==> src/design/h264rtp_pkg.sv <==
// ----------------------------------------------------------------------------
// H.264 RTP packetizer package
// Shared types, constants and helpers for the packetizer sequencer and its
// arithmetic unit.
// ----------------------------------------------------------------------------
package h264rtp_pkg;

    localparam int LEN_W  = 16;
    localparam int SIZE_W = 14;
    localparam int BYTE_W = 8;
    localparam int ALU_W  = 17;

    localparam logic [SIZE_W-1:0] HEADER_BYTES = 14'd12;
    localparam logic [SIZE_W-1:0] TARGET_MIN   = 14'd1100;
    localparam logic [SIZE_W-1:0] TARGET_MAX   = 14'd9000;
    localparam logic [SIZE_W-1:0] TARGET_RESET = 14'd1400;
    // header plus FU indicator and FU header
    localparam logic [SIZE_W-1:0] FU_OVERHEAD  = 14'd14;

    localparam logic [BYTE_W-1:0] STAP_A_TYPE = 8'd24;
    localparam logic [BYTE_W-1:0] FU_A_TYPE   = 8'd28;
    localparam logic [BYTE_W-1:0] NRI_MASK    = 8'he0;
    localparam logic [BYTE_W-1:0] TYPE_MASK   = 8'h1f;

    // small addends fed to the shared adder
    localparam logic [3:0] K_ZERO      = 4'd0;
    localparam logic [3:0] K_STAP_LEN  = 4'd2;
    localparam logic [3:0] K_HDR       = 4'd12;
    localparam logic [3:0] K_STAP_OPEN = 4'd15;

    typedef enum logic [2:0] {
        SEG_CLOSE     = 3'd0,
        SEG_SINGLE    = 3'd1,
        SEG_STAP_FIRST = 3'd2,
        SEG_STAP_ADD  = 3'd3,
        SEG_FU_A      = 3'd4
    } t_seg_type;

    typedef struct packed {
        t_seg_type          seg_type;
        logic               packet_start;
        logic [BYTE_W-1:0]  prefix_first;
        logic [BYTE_W-1:0]  prefix_second;
        logic [LEN_W-1:0]   src_offset;
        logic [LEN_W-1:0]   copy_len;
        logic               packet_end;
        logic [SIZE_W-1:0]  payload_len;
        logic [BYTE_W-1:0]  packet_priority;
        logic [BYTE_W-1:0]  packet_importance;
        logic               marker;
        logic               last;
    } t_seg;

    typedef struct packed {
        logic [SIZE_W-1:0] maxs;
        logic [SIZE_W-1:0] three_quarter;
        logic [SIZE_W-1:0] room;
    } t_limits;

    typedef struct packed {
        logic [ALU_W-1:0] a;
        logic [ALU_W-1:0] b;
        logic [3:0]       k;
        logic             sub;
        logic [ALU_W-1:0] c;
    } t_alu_req;

    typedef struct packed {
        logic [ALU_W-1:0] res;
        logic             lt;
        logic             eq;
    } t_alu_rsp;

    function automatic logic [BYTE_W-1:0] umin8(input logic [BYTE_W-1:0] x,
                                                input logic [BYTE_W-1:0] y);
        umin8 = (y < x) ? y : x;
    endfunction

    function automatic logic [SIZE_W-1:0] pay_len(input logic [SIZE_W-1:0] fill);
        pay_len = fill - HEADER_BYTES;
    endfunction

endpackage

==> src/design/h264rtp_if.sv <==
// ----------------------------------------------------------------------------
// H.264 RTP packetizer channels
// NAL unit descriptor channel and segment descriptor channel, valid/ready.
// ----------------------------------------------------------------------------
interface h264rtp_nalu_if;
    import h264rtp_pkg::*;

    logic              valid;
    logic              ready;
    logic [LEN_W-1:0]  nalu_len;
    logic [BYTE_W-1:0] nalu_header;
    logic [BYTE_W-1:0] priority_req;
    logic [BYTE_W-1:0] importance;
    logic              frame_end;

    modport source (output valid, nalu_len, nalu_header, priority_req, importance,
                    frame_end, input ready);
    modport sink   (input valid, nalu_len, nalu_header, priority_req, importance,
                    frame_end, output ready);
endinterface

interface h264rtp_seg_if;
    import h264rtp_pkg::*;

    logic              valid;
    logic              ready;
    t_seg_type         seg_type;
    logic              packet_start;
    logic [BYTE_W-1:0] prefix_first;
    logic [BYTE_W-1:0] prefix_second;
    logic [LEN_W-1:0]  src_offset;
    logic [LEN_W-1:0]  copy_len;
    logic              packet_end;
    logic [SIZE_W-1:0] payload_len;
    logic [BYTE_W-1:0] packet_priority;
    logic [BYTE_W-1:0] packet_importance;
    logic              marker;
    logic              last;

    modport source (output valid, seg_type, packet_start, prefix_first, prefix_second,
                    src_offset, copy_len, packet_end, payload_len, packet_priority,
                    packet_importance, marker, last, input ready);
    modport sink   (input valid, seg_type, packet_start, prefix_first, prefix_second,
                    src_offset, copy_len, packet_end, payload_len, packet_priority,
                    packet_importance, marker, last, output ready);
endinterface

==> src/design/h264rtp_alu.sv <==
// ----------------------------------------------------------------------------
// Packetizer arithmetic unit
// Shared add/subtract with small constant addend and unsigned compare.
// ----------------------------------------------------------------------------
module h264rtp_alu (
    input  h264rtp_pkg::t_alu_req i_req,
    output h264rtp_pkg::t_alu_rsp o_rsp
);
    import h264rtp_pkg::*;

    logic [ALU_W-1:0] b_eff;
    logic [ALU_W-1:0] sum;

    // subtract as a + ~b + 1
    assign b_eff = i_req.sub ? ~i_req.b : i_req.b;
    assign sum   = i_req.a + b_eff + ALU_W'(i_req.k) + ALU_W'(i_req.sub);

    assign o_rsp.res = sum;
    assign o_rsp.lt  = (sum < i_req.c);
    assign o_rsp.eq  = (sum == i_req.c);

endmodule

==> src/design/h264rtp_seq.sv <==
// ----------------------------------------------------------------------------
// Packetizer sequencer
// Steps one NAL unit through the fit checks and the FU-A fragment loop on the
// shared arithmetic unit, and holds the open packet and the output register.
// ----------------------------------------------------------------------------
module h264rtp_seq (
    input  logic                  i_clk,
    input  logic                  i_rst_n,
    input  h264rtp_pkg::t_limits  i_lim,
    h264rtp_nalu_if.sink          i_nalu,
    h264rtp_seg_if.source         o_seg,
    output h264rtp_pkg::t_alu_req o_alu_req,
    input  h264rtp_pkg::t_alu_rsp i_alu_rsp
);
    import h264rtp_pkg::*;

    typedef enum logic [6:0] {
        S_IDLE = 7'b0000001,
        S_AGG  = 7'b0000010,
        S_TQ   = 7'b0000100,
        S_MX3  = 7'b0001000,
        S_SGL  = 7'b0010000,
        S_FRAG = 7'b0100000,
        S_ADV  = 7'b1000000
    } t_state;

    t_state r_state, n_state;

    // item under work
    logic [LEN_W-1:0]  r_len;
    logic [BYTE_W-1:0] r_hdr, r_pr, r_im;
    logic              r_fend;

    // open packet
    logic              r_open, n_open;
    logic [SIZE_W-1:0] r_fill, n_fill;
    logic [BYTE_W-1:0] r_opr, n_opr, r_oim, n_oim;

    // fragment loop
    logic [LEN_W-1:0]  r_off, n_off;
    logic [SIZE_W-1:0] r_flen, n_flen;
    logic              r_first, n_first;
    logic              r_tq_ok, n_tq_ok;

    // output register
    logic              r_ovalid;
    t_seg              r_out, n_res;
    logic              emit;
    logic              slot_free;

    logic              accept;
    logic              fit;
    logic [SIZE_W-1:0] flen;
    logic [SIZE_W-1:0] new_fill;
    logic [BYTE_W-1:0] min_pr, min_im;

    assign accept    = i_nalu.valid && i_nalu.ready;
    assign slot_free = !r_ovalid || o_seg.ready;
    assign i_nalu.ready = (r_state == S_IDLE);

    assign fit      = i_alu_rsp.lt || i_alu_rsp.eq;
    assign flen     = fit ? i_alu_rsp.res[SIZE_W-1:0] : i_lim.room;
    assign new_fill = i_alu_rsp.res[SIZE_W-1:0];
    assign min_pr   = umin8(r_opr, r_pr);
    assign min_im   = umin8(r_oim, r_im);

    always_comb begin
        n_state   = r_state;
        n_open    = r_open;
        n_fill    = r_fill;
        n_opr     = r_opr;
        n_oim     = r_oim;
        n_off     = r_off;
        n_flen    = r_flen;
        n_first   = r_first;
        n_tq_ok   = r_tq_ok;
        emit      = 1'b0;
        n_res     = '0;
        o_alu_req = '0;

        case (r_state)
            S_IDLE: begin
                if (accept) begin
                    n_state = S_AGG;
                end
            end
            S_AGG: begin
                o_alu_req.a = ALU_W'(r_fill);
                o_alu_req.b = ALU_W'(r_len);
                o_alu_req.k = K_STAP_LEN;
                o_alu_req.c = ALU_W'(i_lim.maxs);
                if (r_open && i_alu_rsp.lt) begin
                    if (slot_free) begin
                        emit               = 1'b1;
                        n_res.seg_type     = SEG_STAP_ADD;
                        n_res.copy_len     = r_len;
                        n_res.last         = 1'b1;
                        if (r_fend) begin
                            n_res.packet_end        = 1'b1;
                            n_res.payload_len       = pay_len(new_fill);
                            n_res.packet_priority   = min_pr;
                            n_res.packet_importance = min_im;
                            n_res.marker            = 1'b1;
                            n_open = 1'b0;
                            n_fill = '0;
                        end else begin
                            n_fill = new_fill;
                        end
                        n_opr   = min_pr;
                        n_oim   = min_im;
                        n_state = S_IDLE;
                    end
                end else if (r_open) begin
                    // evict the open packet first
                    if (slot_free) begin
                        emit                    = 1'b1;
                        n_res.seg_type          = SEG_CLOSE;
                        n_res.packet_end        = 1'b1;
                        n_res.payload_len       = pay_len(r_fill);
                        n_res.packet_priority   = r_opr;
                        n_res.packet_importance = r_oim;
                        n_open  = 1'b0;
                        n_fill  = '0;
                        n_state = S_TQ;
                    end
                end else begin
                    n_state = S_TQ;
                end
            end
            S_TQ: begin
                o_alu_req.a = ALU_W'(r_len);
                o_alu_req.k = K_HDR;
                o_alu_req.c = ALU_W'(i_lim.three_quarter);
                n_tq_ok = i_alu_rsp.lt;
                n_state = S_MX3;
            end
            S_MX3: begin
                o_alu_req.a = ALU_W'(r_len);
                o_alu_req.k = K_STAP_OPEN;
                o_alu_req.c = ALU_W'(i_lim.maxs);
                if (r_tq_ok && i_alu_rsp.lt) begin
                    if (slot_free) begin
                        emit               = 1'b1;
                        n_res.seg_type     = SEG_STAP_FIRST;
                        n_res.packet_start = 1'b1;
                        n_res.prefix_first = STAP_A_TYPE;
                        n_res.copy_len     = r_len;
                        n_res.last         = 1'b1;
                        if (r_fend) begin
                            n_res.packet_end        = 1'b1;
                            n_res.payload_len       = pay_len(new_fill);
                            n_res.packet_priority   = r_pr;
                            n_res.packet_importance = r_im;
                            n_res.marker            = 1'b1;
                        end else begin
                            n_open = 1'b1;
                            n_fill = new_fill;
                        end
                        n_opr   = r_pr;
                        n_oim   = r_im;
                        n_state = S_IDLE;
                    end
                end else begin
                    n_state = S_SGL;
                end
            end
            S_SGL: begin
                o_alu_req.a = ALU_W'(r_len);
                o_alu_req.k = K_HDR;
                o_alu_req.c = ALU_W'(i_lim.maxs);
                if (fit) begin
                    if (slot_free) begin
                        emit                    = 1'b1;
                        n_res.seg_type          = SEG_SINGLE;
                        n_res.packet_start      = 1'b1;
                        n_res.copy_len          = r_len;
                        n_res.packet_end        = 1'b1;
                        n_res.payload_len       = r_len[SIZE_W-1:0];
                        n_res.packet_priority   = r_pr;
                        n_res.packet_importance = r_im;
                        n_res.marker            = r_fend;
                        n_res.last              = 1'b1;
                        n_state = S_IDLE;
                    end
                end else begin
                    n_off   = LEN_W'(1);
                    n_first = 1'b1;
                    n_state = S_FRAG;
                end
            end
            S_FRAG: begin
                // remaining bytes against the fragment room
                o_alu_req.a   = ALU_W'(r_len);
                o_alu_req.b   = ALU_W'(r_off);
                o_alu_req.sub = 1'b1;
                o_alu_req.c   = ALU_W'(i_lim.room);
                if (slot_free) begin
                    emit                    = 1'b1;
                    n_res.seg_type          = SEG_FU_A;
                    n_res.packet_start      = 1'b1;
                    n_res.prefix_first      = (r_hdr & NRI_MASK) | FU_A_TYPE;
                    n_res.prefix_second     = {r_first, fit, 1'b0, 5'b0} |
                                              (r_hdr & TYPE_MASK);
                    n_res.src_offset        = r_off;
                    n_res.copy_len          = LEN_W'(flen);
                    n_res.packet_end        = 1'b1;
                    n_res.payload_len       = flen + SIZE_W'(2);
                    n_res.packet_priority   = r_pr;
                    n_res.packet_importance = r_im;
                    n_res.marker            = r_fend && fit;
                    n_res.last              = fit;
                    n_flen  = flen;
                    n_first = 1'b0;
                    n_state = fit ? S_IDLE : S_ADV;
                end
            end
            S_ADV: begin
                o_alu_req.a = ALU_W'(r_off);
                o_alu_req.b = ALU_W'(r_flen);
                n_off   = i_alu_rsp.res[LEN_W-1:0];
                n_state = S_FRAG;
            end
            default: begin
                n_state = S_IDLE;
            end
        endcase
    end

    always_ff @(posedge i_clk) begin
        if (!i_rst_n) begin
            r_state  <= S_IDLE;
            r_open   <= 1'b0;
            r_fill   <= '0;
            r_opr    <= '0;
            r_oim    <= '0;
            r_ovalid <= 1'b0;
        end else begin
            r_state <= n_state;
            r_open  <= n_open;
            r_fill  <= n_fill;
            r_opr   <= n_opr;
            r_oim   <= n_oim;
            if (emit) begin
                r_ovalid <= 1'b1;
            end else if (o_seg.ready) begin
                r_ovalid <= 1'b0;
            end
        end
    end

    always_ff @(posedge i_clk) begin
        if (accept) begin
            r_len  <= i_nalu.nalu_len;
            r_hdr  <= i_nalu.nalu_header;
            r_pr   <= i_nalu.priority_req;
            r_im   <= i_nalu.importance;
            r_fend <= i_nalu.frame_end;
        end
        if (emit) begin
            r_out <= n_res;
        end
        r_off   <= n_off;
        r_flen  <= n_flen;
        r_first <= n_first;
        r_tq_ok <= n_tq_ok;
    end

    assign o_seg.valid             = r_ovalid;
    assign o_seg.seg_type          = r_out.seg_type;
    assign o_seg.packet_start      = r_out.packet_start;
    assign o_seg.prefix_first      = r_out.prefix_first;
    assign o_seg.prefix_second     = r_out.prefix_second;
    assign o_seg.src_offset        = r_out.src_offset;
    assign o_seg.copy_len          = r_out.copy_len;
    assign o_seg.packet_end        = r_out.packet_end;
    assign o_seg.payload_len       = r_out.payload_len;
    assign o_seg.packet_priority   = r_out.packet_priority;
    assign o_seg.packet_importance = r_out.packet_importance;
    assign o_seg.marker            = r_out.marker;
    assign o_seg.last              = r_out.last;

    a_open_fill: assert property (@(posedge i_clk) disable iff (!i_rst_n)
        r_open |-> (r_fill >= HEADER_BYTES + 14'd3))
        else $error("open packet with fill below STAP-A minimum");

    a_closed_fill: assert property (@(posedge i_clk) disable iff (!i_rst_n)
        !r_open |-> (r_fill == '0))
        else $error("closed packet keeps a fill position");

    a_frag_off: assert property (@(posedge i_clk) disable iff (!i_rst_n)
        (r_state == S_FRAG) |-> (r_off < r_len))
        else $error("fragment offset past end of NAL unit");

    a_accept_step: assert property (@(posedge i_clk) disable iff (!i_rst_n)
        accept |=> (r_state == S_AGG))
        else $error("accepted beat not taken to fit check");

    a_fu_closes: assert property (@(posedge i_clk) disable iff (!i_rst_n)
        (r_ovalid && r_out.seg_type == SEG_FU_A) |-> r_out.packet_end)
        else $error("FU-A segment does not close its packet");

endmodule

==> src/design/h264_rtp_packetizer.sv <==
// ----------------------------------------------------------------------------
// H.264 RTP packetizer
// Turns NAL unit descriptors into single NAL, STAP-A and FU-A copy commands.
// ----------------------------------------------------------------------------
// Sequence: an accepted item goes to the fit check (S_AGG), which appends it to the
//   open STAP-A or evicts that packet; a new STAP-A then passes S_TQ and S_MX3, a
//   single NAL also S_SGL, and FU-A also S_FRAG, with S_ADV between fragments. An
//   output stall holds any emitting step; one shared adder sets this order.
// Throughput: one item at a time; ready returns once the last result is loaded.
// Reset: synchronous active-low; no open packet, target size 1400.
module h264_rtp_packetizer (
    input  logic                          i_clk,
    input  logic                          i_rst_n,
    input  logic                          i_cfg_we,
    input  logic [h264rtp_pkg::SIZE_W-1:0] i_cfg_wdata,
    h264rtp_nalu_if.sink                  i_nalu,
    h264rtp_seg_if.source                 o_seg
);
    import h264rtp_pkg::*;

    logic [SIZE_W-1:0] r_target;
    logic [SIZE_W-1:0] maxs;
    logic [SIZE_W+1:0] three_maxs;
    t_limits           lim;
    t_alu_req          alu_req;
    t_alu_rsp          alu_rsp;

    always_ff @(posedge i_clk) begin
        if (!i_rst_n) begin
            r_target <= TARGET_RESET;
        end else if (i_cfg_we) begin
            r_target <= i_cfg_wdata;
        end
    end

    // saturate the target, then derive the STAP-A and FU-A limits
    always_comb begin
        if (r_target < TARGET_MIN) begin
            maxs = TARGET_MIN;
        end else if (r_target > TARGET_MAX) begin
            maxs = TARGET_MAX;
        end else begin
            maxs = r_target;
        end
        three_maxs        = {2'b00, maxs} + {1'b0, maxs, 1'b0};
        lim.maxs          = maxs;
        lim.three_quarter = three_maxs[SIZE_W+1:2];
        lim.room          = maxs - FU_OVERHEAD;
    end

    h264rtp_seq u_seq (
        .i_clk     (i_clk),
        .i_rst_n   (i_rst_n),
        .i_lim     (lim),
        .i_nalu    (i_nalu),
        .o_seg     (o_seg),
        .o_alu_req (alu_req),
        .i_alu_rsp (alu_rsp)
    );

    h264rtp_alu u_alu (
        .i_req (alu_req),
        .o_rsp (alu_rsp)
    );

endmodule
==> src/flat_wrapper.sv <==
// flat-port wrapper written by rule: the top's interface ports become plain ports
module h264_rtp_packetizer_flat import h264rtp_pkg::*;
  (i_clk, i_rst_n, i_cfg_we, i_cfg_wdata, i_nalu_valid, i_nalu_nalu_len, i_nalu_nalu_header, i_nalu_priority_req, i_nalu_importance, i_nalu_frame_end, i_nalu_ready, o_seg_valid, o_seg_seg_type, o_seg_packet_start, o_seg_prefix_first, o_seg_prefix_second, o_seg_src_offset, o_seg_copy_len, o_seg_packet_end, o_seg_payload_len, o_seg_packet_priority, o_seg_packet_importance, o_seg_marker, o_seg_last, o_seg_ready);
  h264rtp_nalu_if i_nalu_i ();
  h264rtp_seg_if o_seg_i ();
  input  logic i_clk;
  input  logic i_rst_n;
  input  logic i_cfg_we;
  input  logic [h264rtp_pkg::SIZE_W-1:0] i_cfg_wdata;
  input wire logic [$bits(i_nalu_i.valid)-1:0] i_nalu_valid;
  input wire logic [$bits(i_nalu_i.nalu_len)-1:0] i_nalu_nalu_len;
  input wire logic [$bits(i_nalu_i.nalu_header)-1:0] i_nalu_nalu_header;
  input wire logic [$bits(i_nalu_i.priority_req)-1:0] i_nalu_priority_req;
  input wire logic [$bits(i_nalu_i.importance)-1:0] i_nalu_importance;
  input wire logic [$bits(i_nalu_i.frame_end)-1:0] i_nalu_frame_end;
  output wire logic [$bits(i_nalu_i.ready)-1:0] i_nalu_ready;
  output wire logic [$bits(o_seg_i.valid)-1:0] o_seg_valid;
  output wire logic [$bits(o_seg_i.seg_type)-1:0] o_seg_seg_type;
  output wire logic [$bits(o_seg_i.packet_start)-1:0] o_seg_packet_start;
  output wire logic [$bits(o_seg_i.prefix_first)-1:0] o_seg_prefix_first;
  output wire logic [$bits(o_seg_i.prefix_second)-1:0] o_seg_prefix_second;
  output wire logic [$bits(o_seg_i.src_offset)-1:0] o_seg_src_offset;
  output wire logic [$bits(o_seg_i.copy_len)-1:0] o_seg_copy_len;
  output wire logic [$bits(o_seg_i.packet_end)-1:0] o_seg_packet_end;
  output wire logic [$bits(o_seg_i.payload_len)-1:0] o_seg_payload_len;
  output wire logic [$bits(o_seg_i.packet_priority)-1:0] o_seg_packet_priority;
  output wire logic [$bits(o_seg_i.packet_importance)-1:0] o_seg_packet_importance;
  output wire logic [$bits(o_seg_i.marker)-1:0] o_seg_marker;
  output wire logic [$bits(o_seg_i.last)-1:0] o_seg_last;
  input wire logic [$bits(o_seg_i.ready)-1:0] o_seg_ready;
  assign i_nalu_i.valid = i_nalu_valid;
  assign i_nalu_i.nalu_len = i_nalu_nalu_len;
  assign i_nalu_i.nalu_header = i_nalu_nalu_header;
  assign i_nalu_i.priority_req = i_nalu_priority_req;
  assign i_nalu_i.importance = i_nalu_importance;
  assign i_nalu_i.frame_end = i_nalu_frame_end;
  assign i_nalu_ready = i_nalu_i.ready;
  assign o_seg_valid = o_seg_i.valid;
  assign o_seg_seg_type = o_seg_i.seg_type;
  assign o_seg_packet_start = o_seg_i.packet_start;
  assign o_seg_prefix_first = o_seg_i.prefix_first;
  assign o_seg_prefix_second = o_seg_i.prefix_second;
  assign o_seg_src_offset = o_seg_i.src_offset;
  assign o_seg_copy_len = o_seg_i.copy_len;
  assign o_seg_packet_end = o_seg_i.packet_end;
  assign o_seg_payload_len = o_seg_i.payload_len;
  assign o_seg_packet_priority = o_seg_i.packet_priority;
  assign o_seg_packet_importance = o_seg_i.packet_importance;
  assign o_seg_marker = o_seg_i.marker;
  assign o_seg_last = o_seg_i.last;
  assign o_seg_i.ready = o_seg_ready;
  h264_rtp_packetizer u_core (.i_clk(i_clk), .i_rst_n(i_rst_n), .i_cfg_we(i_cfg_we), .i_cfg_wdata(i_cfg_wdata), .i_nalu(i_nalu_i), .o_seg(o_seg_i));
endmodule
==> config.mk <==
export PLATFORM = sky130hd
export DESIGN_NAME = h264_rtp_packetizer_flat
export DESIGN_NICKNAME = d
export VERILOG_FILES = /design/src/design/h264rtp_pkg.sv /design/src/design/h264rtp_if.sv /design/src/design/h264rtp_alu.sv /design/src/design/h264rtp_seq.sv /design/src/design/h264_rtp_packetizer.sv /design/src/flat_wrapper.sv
export SDC_FILE = /design/constraint.sdc
export NUM_CORES = 1
export LEC_CHECK = 0
export ABC_CLOCK_PERIOD_IN_PS = 29000
export BUFFER_PORTS_ARGS = -buffer_cell sky130_fd_sc_hd__buf_2
export CORE_MARGIN = 2
export CORE_UTILIZATION = 60
export CTS_CLUSTER_SIZE = 14
export DETAILED_ROUTE_END_ITERATION = 12
export GPL_TIMING_DRIVEN = 1
export PLACE_DENSITY = 0.81
export SETUP_SLACK_MARGIN = 0.05
export SLEW_MARGIN = 20
export SYNTH_ARGS = -nofsm -noshare
export SYNTH_HDL_FRONTEND = slang
export SYNTH_SLANG_ARGS = --single-unit
==> constraint.sdc <==
create_clock -name i_clk -period 29 [get_ports i_clk]
set_input_delay 4.35 -clock i_clk [delete_from_list [all_inputs] [get_ports i_clk]]
set_output_delay 4.35 -clock i_clk [all_outputs]
set_load 0.01 [all_outputs]
==> impl_metrics.json <==
{
  "status": "complete, no violations",
  "route.detailed.drc": 0,
  "critPathLaunchType": "flip-flop",
  "clock_skew_ns": 0.0300,
  "syn_area_um2": 12700,
  "power-per-cell-area_nw_per_um2": 51.3,
  "slowest_stage": "a21boi_2",
  "yosys.area.top_type": "edfxtp_1",
  "max_freq_ghz": 0.110,
  "path_class": "flip-flop to flip-flop",
  "cts.repair.resized": 0,
  "finalCritPeriodShare_pct": 31.4,
  "grt_pass1_vias": 10100,
  "mostFrequentLayoutCells": "154 x edfxtp_1, 143 x buf_2, 107 x nand2_1",
  "dieArea_um2": 22300,
  "drtPass1Iterations": 10,
  "path_clk_slew_ns": 0.06,
  "grt_max_degree": 50,
  "nets": 1539,
  "ys_types": 84,
  "ys_seq_area_share_pct": 44.8,
  "grt_pass1_wl_um": 53600,
  "cts_tree": "yes",
  "ys_seq_elements": 207,
  "finalSetupViolations": 0,
  "async_reset_ff_share_pct": 0,
  "drtAntennaViolNets": 0,
  "vias": 10700,
  "hpwlAfterDp_um": 24200,
  "grt-ovfl-total": 0,
  "cts_buffers": 23,
  "post_cts_buffers": 0,
  "initial_core_util_pct": 60.7,
  "yosys-top-cells-area": "edfxtp_1 36%, dfxtp_1 8.4%, ha_1 8.2%",
  "ys.flop_type": "edfxtp_1",
  "synth_edf_count": 154,
  "diodes": 0,
  "min_path_type": "flip-flop to flip-flop",
  "wl_um": 34100,
  "fin_crit_ns": 9.10,
  "critPathMaxFanout": 49,
  "synth_top_area_share_pct": 36.5,
  "final_layout_size_suffix_gt1_share_pct": 16.2,
  "post-place-ws_ns": 20.28,
  "final_core_util_pct": 69.0,
  "post-place-cells": 1641,
  "hold_viol": 0,
  "core_area_um2": 20900,
  "cts.htree.levels": 1,
  "layout_commonest_cell": "edfxtp_1",
  "cts_hold_buffers": 0,
  "drt_iter0_markers": 1078,
  "syn_area_per_cell_um2": 10.0,
  "crit_required_ns": 29.24,
  "synth_cells": 1268,
  "instances_no_fill": 1683,
  "insertion_delay_ns": 0.54,
  "pin_count": 147,
  "portBuffers": 143,
  "grt_usage_pct": 30.3,
  "tns_ns": 0,
  "area_growth_pct": 13.6,
  "antenna_found_initial": 0,
  "peakVddDrop_mv": 0.0444,
  "cts-root-buf": "clkbuf_16",
  "cts_num_sinks": 207,
  "maxCapViolCount": 0,
  "cts_buffer_depth": 3,
  "rsz0062_at_grt": "false",
  "crit_path_max_incr_delay_ns": 0.91,
  "hold_start": "u_core.u_seq.r_opr[1]$_SDFFE_PN0P_",
  "ys_warn_count": 0,
  "r2r-start": "u_core.u_seq.r_state[2]$_SDFFE_PN0P_",
  "p_leak_nw": 5.97,
  "r2r_slack_ns": 19.90,
  "hold_ws_ns": 0.520,
  "fin_ws_ns": 19.90,
  "crit_arrival_ns": 9.34,
  "slew_viol_final": 0,
  "die_w_um": 149,
  "gp_congestion": 0.941,
  "rows": 53,
  "via_per_inst": 6.33,
  "setup.worst_path.end_class": "flip-flop",
  "die_y_um": 149,
  "timing.critical_path.from": "u_core.u_seq.r_state[2]$_SDFFE_PN0P_",
  "avgRoutedWirePerCell_um": 20.2,
  "slew-limit-headroom_pct": 23.6,
  "worstMarginPinSlew_ns": 1.14
}
area by class of cell:
class | count | area [um2]
Inverter | 77 | 289
Multi-Input combinational cell | 920 | 6450
Sequential cell | 207 | 5690
Tap cell | 275 | 344
Fill cell | 1585 | 6480
Clock inverter | 14 | 188
Timing Repair Buffer | 162 | 858
Clock buffer | 28 | 594
flip-flops by register name, indices dropped and copies added (netlist names), 3 cells and up:
register and flops:
u_core.u_seq.o_seg.prefix_first 5, u_core.u_seq.r_len 16, u_core.u_seq.r_hdr 8, u_core.u_seq.o_seg.seg_type 3, u_core.u_seq.r_flen 14, u_core.u_seq.o_seg.payload_len 14, u_core.u_seq.o_seg.src_offset 16, u_core.u_seq.o_seg.prefix_second 7
u_core.u_seq.r_oim 8, u_core.r_target 14, u_core.u_seq.r_im 8, u_core.u_seq.o_seg.copy_len 16, u_core.u_seq.r_opr 8, u_core.u_seq.r_state 7, u_core.u_seq.o_seg.packet_priority 8, u_core.u_seq.r_fill 14
u_core.u_seq.r_off 16, u_core.u_seq.r_pr 8, u_core.u_seq.o_seg.packet_importance 8
metal layers:
layer	global-route usage [%]	share of wire, %	vias up
met2	48.8	47	574
met3	4.10	8.9	72
met1	42.5	42	5041
met4	9.86	2.4	0
met5	0	0	-
li1	-	-	4963
cell usage after synthesis (7+ instances only):
master / n
buf_2: 18
and2_1: 14
a31oi_1: 8
a22o_1: 43
inv_1: 74
o21ai_0: 49
ha_1: 83
a222oi_1: 18
buf_1: 7
a211oi_1: 11
a21oi_1: 85
nand4_1: 8
nor3_1: 20
edfxtp_1: 154
nand3_1: 28
xor2_1: 16
dfxtp_1: 53
a21o_1: 18
nor4_1: 10
o21ai_1: 22
nand2b_1: 16
clkbuf_1: 35
nand2_1: 107
o21a_1: 12
mux2i_1: 36
o211ai_1: 11
o22ai_1: 7
and3_1: 40
xnor2_1: 47
nor2_1: 95
a221oi_1: 10
critical path: cells and delay by family (launching register included):
kind            cells  cell delay, ns
simple gates       11            2.35
buf+inv             3            0.77
compound gates      9            2.43
fa+ha+maj           4            1.72
flops               1            0.51
xor+xnor            3            0.83
mux                 1            0.17
stage by stage:
step	total power [mW]	cell area (um2)
global placement	0.437	13600
CTS	0.738	14400
detailed placement	0.439	13600
global route	0.765	14400
floorplan	0.414	12700
finish	0.740	14400
kinds of logic (layout without fill, tap and decap cells):
family | Yosys count | in the layout | share of synthesized area (%)
other cells | 1 | 3 | 0.0296
mux | 42 | 42 | 3.64
flops | 207 | 207 | 44.8
compound gates | 342 | 342 | 18.6
xor+xnor | 64 | 64 | 4.48
fa+ha+maj | 88 | 88 | 8.98
buf+inv | 143 | 281 | 4.62
simple gates | 381 | 381 | 14.8
path summary, 6_finish.rpt:
| check | end | depth (start not counted) |
|---|---|---|
| max reg2reg | u_core.u_seq.o_seg.payload_len[13]$_DFFE_PP_ | 31 |
| min | u_core.u_seq.r_opr[1]$_SDFFE_PN0P_ | 2 |
| max | u_core.u_seq.o_seg.payload_len[13]$_DFFE_PP_ | 31 |
| min reg2reg | u_core.u_seq.r_opr[1]$_SDFFE_PN0P_ | 2 |
where the power goes:
| part | internal (mW) | switching, mW | leakage, nW |
|---|---|---|---|
| sequential | 0.325 | 0.00717 | 1.80 |
| combinational | 0.0384 | 0.0659 | 3.79 |
| clock | 0.183 | 0.120 | 0.383 |
| total | 0.546 | 0.193 | 5.97 |
No activity file was read; power rests on OpenSTA's default activity.
